--- config.mk ---
export PLATFORM = sky130hd
export DESIGN_NAME = latest_value_tx_slot_arbiter_top
export DESIGN_NICKNAME = d
export VERILOG_FILES = /design/src/rtl/lvtsa_pkg.sv /design/src/rtl/lvtsa_ram.sv /design/src/rtl/latest_value_tx_slot_arbiter_top.sv
export SDC_FILE = /design/constraint.sdc
export NUM_CORES = 1
export LEC_CHECK = 0
export BUFFER_PORTS_ARGS = -buffer_cell sky130_fd_sc_hd__buf_2
export CORE_UTILIZATION = 50
export DETAILED_ROUTE_END_ITERATION = 8
export GPL_TIMING_DRIVEN = 0
export PLACE_DENSITY = 0.7
export SLEW_MARGIN = 15
export SYNTH_ARGS = -nofsm -noshare
export SYNTH_HDL_FRONTEND = slang
export SYNTH_SLANG_ARGS = --single-unit
export TNS_END_PERCENT = 30
--- constraint.sdc ---
create_clock -name i_clk -period 7.3 [get_ports i_clk]
set_clock_uncertainty 0.1 [all_clocks]
set_input_delay 0.73 -clock i_clk [delete_from_list [all_inputs] [get_ports i_clk]]
set_output_delay 0.73 -clock i_clk [all_outputs]
set_load 0.02 [all_outputs]
--- src/rtl/lvtsa_pkg.sv ---
// Shared types and constants for the latest-value transmit slot arbiter.
// No dependencies.
package lvtsa_pkg;

    localparam int NUM_SLOTS_DEF = 4;

    localparam int FUNC_W   = 2;
    localparam int SLOT_W   = 4;
    localparam int ID_W     = 11;
    localparam int DATA_W   = 64;
    localparam int STATUS_W = 2;
    localparam int CNT_W    = 32;
    localparam int FRAME_W  = ID_W + DATA_W;

    // request function codes
    localparam logic [FUNC_W-1:0] FUNC_SUBMIT = 2'd0;
    localparam logic [FUNC_W-1:0] FUNC_PUMP   = 2'd1;
    localparam logic [FUNC_W-1:0] FUNC_REJECT = 2'd2;

    // result status codes
    localparam logic [STATUS_W-1:0] ST_OK         = 2'd0;
    localparam logic [STATUS_W-1:0] ST_BAD_SLOT   = 2'd1;
    localparam logic [STATUS_W-1:0] ST_EMPTY      = 2'd2;
    localparam logic [STATUS_W-1:0] ST_NO_RESTORE = 2'd3;

    typedef logic [FRAME_W-1:0] t_frame;

endpackage

--- src/rtl/lvtsa_ram.sv ---
// Generic single-write, single-read RAM with registered read data.
// No dependencies.
module lvtsa_ram #(
    parameter int WIDTH = 8,
    parameter int DEPTH = 4
) (
    input  logic                     i_clk,
    input  logic                     i_we,
    input  logic [$clog2(DEPTH)-1:0] i_waddr,
    input  logic [WIDTH-1:0]         i_wdata,
    input  logic [$clog2(DEPTH)-1:0] i_raddr,
    output logic [WIDTH-1:0]         o_rdata
);

    logic [WIDTH-1:0] r_mem [DEPTH];
    logic [WIDTH-1:0] r_rdata;

    always_ff @(posedge i_clk) begin
        if (i_we) begin
            r_mem[i_waddr] <= i_wdata;
        end
        r_rdata <= r_mem[i_raddr];
    end

    assign o_rdata = r_rdata;

endmodule

--- src/rtl/latest_value_tx_slot_arbiter_top.sv ---
// Top level of the latest-value transmit slot arbiter.
// Depends on lvtsa_pkg and lvtsa_ram (frame store).
//
// Usage: a request (submit, pump or reject) is taken at every rising edge
// where start is high and busy is low; busy never rises, so one request can
// be issued every clock cycle. Its result appears on the o_* result ports
// in the next cycle, for one cycle, flagged by o_done. The receiver
// cannot stall: whatever is on the result ports while o_done is high must be
// captured then. Frames (id and payload) live in a small RAM with registered
// read data; a pump reads the chosen slot at acceptance and the frame
// shows up in the result cycle. Pending marks, the round-robin pointer, the
// last emitted frame and both wrapping counters are flip-flops, so a request
// always sees the effect of the one before it.
module latest_value_tx_slot_arbiter_top #(
    parameter int NUM_SLOTS = lvtsa_pkg::NUM_SLOTS_DEF
) (
    input  logic                            i_clk,
    input  logic                            i_rst_n,
    input  logic                            start,
    output logic                            busy,
    input  logic [lvtsa_pkg::FUNC_W-1:0]    i_func,
    input  logic [lvtsa_pkg::SLOT_W-1:0]    i_slot,
    input  logic [lvtsa_pkg::ID_W-1:0]      i_frame_id,
    input  logic [lvtsa_pkg::DATA_W-1:0]    i_frame_data,
    output logic                            o_done,
    output logic [lvtsa_pkg::STATUS_W-1:0]  o_status,
    output logic                            o_out_valid,
    output logic [lvtsa_pkg::SLOT_W-1:0]    o_out_slot,
    output logic [lvtsa_pkg::ID_W-1:0]      o_out_id,
    output logic [lvtsa_pkg::DATA_W-1:0]    o_out_data,
    output logic [lvtsa_pkg::CNT_W-1:0]     o_overwrite_count,
    output logic [lvtsa_pkg::CNT_W-1:0]     o_error_count
);

    import lvtsa_pkg::*;

    localparam int PTR_W = $clog2(NUM_SLOTS);

    // control / bookkeeping state
    logic [NUM_SLOTS-1:0] r_pending;
    logic [PTR_W-1:0]     r_ptr;
    logic                 r_held_valid;
    logic [PTR_W-1:0]     r_held_slot;
    t_frame               r_held_frame;
    logic [CNT_W-1:0]     r_overwrites;
    logic [CNT_W-1:0]     r_errors;

    // result cycle registers
    logic                 r_done;
    logic [STATUS_W-1:0]  r_status;
    logic                 r_emit;
    logic [PTR_W-1:0]     r_emit_slot;

    logic                 n_accept;
    logic                 n_slot_ok;
    logic                 n_hit;
    logic [PTR_W-1:0]     n_found;
    logic [PTR_W-1:0]     n_ptr;
    t_frame               n_held_frame;
    logic [STATUS_W-1:0]  n_status;
    logic                 n_emit;

    logic                 ram_we;
    logic [PTR_W-1:0]     ram_waddr;
    t_frame               ram_wdata;
    t_frame               ram_rdata;

    assign busy     = 1'b0;  // no request is ever held off
    assign n_accept = start && !busy;
    assign n_slot_ok = ({1'b0, i_slot} < (SLOT_W+1)'(NUM_SLOTS));

    // rotating priority pick: first pending slot at or after r_ptr
    always_comb begin
        logic [PTR_W:0] v_idx;
        n_hit   = 1'b0;
        n_found = '0;
        for (int k = NUM_SLOTS - 1; k >= 0; k--) begin
            v_idx = (PTR_W+1)'(r_ptr) + (PTR_W+1)'(k);
            if (v_idx >= (PTR_W+1)'(NUM_SLOTS)) begin
                v_idx = v_idx - (PTR_W+1)'(NUM_SLOTS);
            end
            if (r_pending[v_idx[PTR_W-1:0]]) begin
                n_hit   = 1'b1;
                n_found = v_idx[PTR_W-1:0];
            end
        end
    end

    assign n_ptr = (n_found == PTR_W'(NUM_SLOTS - 1)) ? '0 : n_found + 1'b1;

    // result status and emit flag of the request on the inputs
    always_comb begin
        n_status = ST_OK;
        case (i_func)
            FUNC_SUBMIT: begin
                if (!n_slot_ok) begin
                    n_status = ST_BAD_SLOT;
                end
            end
            FUNC_PUMP: begin
                if (!n_hit) begin
                    n_status = ST_EMPTY;
                end
            end
            FUNC_REJECT: begin
                if (!r_held_valid) begin
                    n_status = ST_NO_RESTORE;
                end
            end
            default: begin
                n_status = ST_OK;
            end
        endcase
    end

    assign n_emit = n_accept && (i_func == FUNC_PUMP) && n_hit;

    // the frame just emitted is still on the RAM read port in its result cycle
    assign n_held_frame = r_emit ? ram_rdata : r_held_frame;

    // RAM write: a submit stores the new frame, a reject restores the held one
    always_comb begin
        ram_we    = 1'b0;
        ram_waddr = i_slot[PTR_W-1:0];
        ram_wdata = {i_frame_id, i_frame_data};
        if (n_accept) begin
            case (i_func)
                FUNC_SUBMIT: begin
                    ram_we = n_slot_ok;
                end
                FUNC_REJECT: begin
                    ram_we    = r_held_valid;
                    ram_waddr = r_held_slot;
                    ram_wdata = n_held_frame;
                end
                default: begin
                    ram_we = 1'b0;
                end
            endcase
        end
    end

    lvtsa_ram #(
        .WIDTH (FRAME_W),
        .DEPTH (NUM_SLOTS)
    ) u_frame_ram (
        .i_clk   (i_clk),
        .i_we    (ram_we),
        .i_waddr (ram_waddr),
        .i_wdata (ram_wdata),
        .i_raddr (n_found),
        .o_rdata (ram_rdata)
    );

    always_ff @(posedge i_clk) begin
        if (!i_rst_n) begin
            r_pending    <= '0;
            r_ptr        <= '0;
            r_held_valid <= 1'b0;
            r_held_slot  <= '0;
            r_overwrites <= '0;
            r_errors     <= '0;
            r_done       <= 1'b0;
            r_status     <= ST_OK;
            r_emit       <= 1'b0;
            r_emit_slot  <= '0;
        end else begin
            r_done <= n_accept;
            r_emit <= n_emit;
            if (n_accept) begin
                r_status <= n_status;
                case (i_func)
                    FUNC_SUBMIT: begin
                        if (n_slot_ok) begin
                            if (r_pending[i_slot[PTR_W-1:0]]) begin
                                r_overwrites <= r_overwrites + 1'b1;
                            end
                            r_pending[i_slot[PTR_W-1:0]] <= 1'b1;
                        end
                    end
                    FUNC_PUMP: begin
                        if (n_hit) begin
                            r_emit_slot        <= n_found;
                            r_pending[n_found] <= 1'b0;
                            r_ptr              <= n_ptr;
                            r_held_valid       <= 1'b1;
                            r_held_slot        <= n_found;
                        end
                    end
                    FUNC_REJECT: begin
                        if (r_held_valid) begin
                            r_pending[r_held_slot] <= 1'b1;
                            r_errors               <= r_errors + 1'b1;
                            r_held_valid           <= 1'b0;
                        end
                    end
                    default: begin
                        r_held_valid <= r_held_valid;
                    end
                endcase
            end
        end
    end

    // copy of the last emitted frame (id and payload), taken in its result cycle
    always_ff @(posedge i_clk) begin
        r_held_frame <= n_held_frame;
    end

    assign o_done            = r_done;
    assign o_status          = r_status;
    assign o_out_valid       = r_emit;
    assign o_out_slot        = r_emit ? SLOT_W'(r_emit_slot) : '0;
    assign o_out_id          = r_emit ? ram_rdata[FRAME_W-1 -: ID_W] : '0;
    assign o_out_data        = r_emit ? ram_rdata[DATA_W-1:0] : '0;
    assign o_overwrite_count = r_overwrites;
    assign o_error_count     = r_errors;

    // result strobe follows its request in the next cycle
    a_done_timing: assert property (@(posedge i_clk) disable iff (!i_rst_n)
        n_accept |=> o_done)
        else $error("result strobe missing after accepted request");

    // an emitted frame always carries ok status
    a_emit_ok: assert property (@(posedge i_clk) disable iff (!i_rst_n)
        o_out_valid |-> (o_done && o_status == ST_OK))
        else $error("emission without ok status");

    // a pump emission clears the pending mark of its slot
    a_emit_clears: assert property (@(posedge i_clk) disable iff (!i_rst_n)
        (n_accept && i_func == FUNC_PUMP && n_hit) |=> !r_pending[$past(n_found)])
        else $error("emitted slot still pending");

    // error count moves only on a successful reject
    a_err_step: assert property (@(posedge i_clk) disable iff (!i_rst_n)
        (r_errors != $past(r_errors)) |->
            ($past(n_accept) && $past(i_func) == FUNC_REJECT && $past(r_held_valid)))
        else $error("error counter changed without a restore");

endmodule

==> results_dict.tcl <==
set metrics [dict create \
    outcome "finished clean" \
    clock_sinks 527 \
    placed_area_sq_um 22600 \
    swShare_pct 20.5 \
    tritoncts "done" \
    worst_setup_path_end_kind "output port" \
    gp_congestion 0.841 \
    synth_area_sq_um 20300 \
    fin_area_sq_um 24400 \
    vias_per_cell 5.19 \
    grt_max_degree 22 \
    critPathLaunchType "flip-flop" \
    worst_slew_pin_slew_ns 1.06 \
    synth-edff-count 300 \
    dr.pass1.iters 5 \
    clkPwrFrac_pct 44.5 \
    critPathMaxFanout 10 \
    yosysWarningCount 0 \
    initial_core_util_pct 50.9 \
    grt_pass1_vias 11900 \
    fin_crit_sh_pct 61.7 \
    portBuffers 227 \
    criticalPathCategory "flip-flop to output port" \
    clock_latency_ns 0.59 \
    synth-seq-cells 527 \
    cp.arrival_ns 3.67 \
    cts_buffer_depth 3 \
    maxCapViolations 0 \
    syn_inst 1544 \
    core_area_sq_um 39900 \
    clk_pin_slew_worst_paths_ns 0.06 \
    hold_buffers 0 \
    routed_wl_microns 43700 \
    combinationalPowerShare_pct 3.2 \
    period_needed_ns 4.50 \
    slew_viol_final 0 \
    ctsResizeCount 0 \
    cts-root-buf "clkbuf_16" \
    nNetsFinal 1932 \
    finalSetupViolCount 0 \
    required_ns 6.47 \
    cts_setup_buffers 0 \
    hold_slack_ns 0.342 \
    fin_setup_tns_ns 0 \
    peakVddDrop_mv 0.231 \
    p_leak_nw 10.3 \
    synth_top_area_cell "edfxtp_1" \
    fmax_ghz 0.222 \
    die_h_microns 204 \
    synth_top_cell_area_share_pct 44.3 \
    routedWlPerCell_microns 18.1 \
    rsz0062_at_grt "false" \
    antenna_found_initial 1 \
    seq_area_frac_synth_pct 66.7 \
    synthTopCellsByArea "edfxtp_1, dfxtp_1, mux2i_1" \
    first_iter_violations 800 \
    p_int_w 0.00488 \
    area_delta_synth_final_pct 19.9 \
    avgSynthCellArea_sq_um 13.2 \
    yosys_most_used_dff "edfxtp_1" \
    ant_nets 0 \
    drive_gt1_share_pct 23.0 \
    track_usage_pct 21.0 \
    pin_count 232 \
    grt_pass1_wl_microns 66500 \
    htree_levels 2 \
    overflow 0 \
    diodes 0 \
    hp-class "input port to flip-flop" \
    chipWidth_microns 204 \
    hold_viol 0 \
    seqPwrFrac_pct 52.3 \
    num_rows 73 \
    p_per_area_nw_per_um2 252 \
    vias 12500 \
    p_sw_w 0.00126 \
    drc 0 \
    async_flop_share_pct 0 \
    synthDistinctLibCells 48 \
    utilization_pct 61.1 \
    cts_buffers 53 \
    die-area_sq_um 41500 \
    relSlewSlack_pct 29.7 \
    dp_hpwl_microns 29100 \
]
layout by cell type, fill, tap and decap left out, drive strengths merged, types with 5 or more instances in the layout:
master	netlist	routed
clkinv	0	19
mux2i	228	228
and4	6	6
nor2	63	63
o21ai	6	6
xnor2	28	28
nand4	23	23
buf	28	272
nor3	15	15
xor2	25	25
mux2	75	75
bufinv	0	5
a21oi	21	21
clkinvlp	0	5
nand3	31	31
nand2	247	247
or3	5	5
edfxtp	300	300
clkbuf	53	119
dfxtp	227	227
and2	86	86
nor4	19	19
inv	17	21
state kept, by name, indices dropped and copies added, names as in the netlist:
signal and count:
u_frame_ram.r_mem 300, r_held_frame 75, u_frame_ram.o_rdata 75, o_error_count 32, o_overwrite_count 32, r_pending 4, o_status 2, r_emit_slot 2
r_ptr 2, o_done 1, o_out_valid 1, r_held_valid 1
worst paths after layout:
kind / from / end / slack (ns) / cells after the start
worst max-delay path: o_out_valid / o_out_data[57] / 2.80 / 6
worst min-delay path: start / o_status[1] / 0.34 / 2
worst max register to register: r_pending[0] / u_frame_ram.o_rdata[62] / 4.19 / 8
worst min register to register: r_held_frame[13] / r_held_frame[13] / 0.37 / 1
logic make-up after synthesis:
kind of cell | Yosys count | synth area share [%]
compound gates | 44 | 1.34
xor+xnor | 53 | 2.28
fa+ha+maj | 3 | 0.185
buf+inv | 98 | 1.93
flops | 527 | 66.7
mux | 304 | 15.5
other cells | 1 | 0.0184
simple gates | 514 | 12.1
per-stage QoR:
step                power [W]  worst slack [ns]  std cells
global placement      0.00346             -2.41       2298
CTS                   0.00618              2.66       2414
finish                0.00614              2.80       2414
floorplan             0.00339              1.40       1546
global route          0.00633              2.55       2414
detailed placement    0.00347              3.32       2315
layer usage:
metal | wire length [microns] | GRT usage [%]
met1 | 19500 | 28.6
met2 | 20900 | 34.7
met3 | 2370 | 3.15
met4 | 886 | 6.36
met5 | 18 | 0
worst max-delay path, cell delays in order (launching register included):
cell and delay, ns:
dfxtp_1 0.33, clkbuf_1 0.57, clkbuf_1 0.58, clkbuf_1 0.73, clkbuf_1 0.45, and2_1 0.25
buf_2 0.18
cells in the mapped netlist, types with 3 or more instances:
cell type	number
a21oi_1	21
and2_1	86
and3_1	4
and4_1	6
buf_1	14
buf_2	11
buf_4	3
clkbuf_1	53
dfxtp_1	227
edfxtp_1	300
ha_1	3
inv_1	17
mux2_2	75
mux2i_1	228
nand2_1	247
nand3_1	30
nand3b_1	4
nand4_1	22
nor2_1	63
nor3_1	12
nor3_2	3
nor4_1	19
o21ai_0	6
o31ai_1	3
or3_1	4
or4_1	4
xnor2_1	28
xor2_1	25
power by group through the flow:
stage / sequential (W) / clock (W) / combinational, W
global route: 0.00321 / 0.00290 / 0.000217
finish: 0.00321 / 0.00273 / 0.000197
CTS: 0.00321 / 0.00278 / 0.000198
global placement: 0.00327 / 0 / 0.000186
floorplan: 0.00327 / 0 / 0.000122
detailed placement: 0.00327 / 0 / 0.000197
cell type report:
cell class | count | area [sq um]
clock inverters | 33 | 313
fillers | 3153 | 15500
repair buffers | 244 | 1560
multi-input cells | 921 | 6430
flip-flops and latches | 527 | 13600
clock buffers | 66 | 1470
well taps | 525 | 657
inverters | 17 | 63.8
plain buffers | 81 | 329
Note: power is estimated with default switching activity, not from simulation.
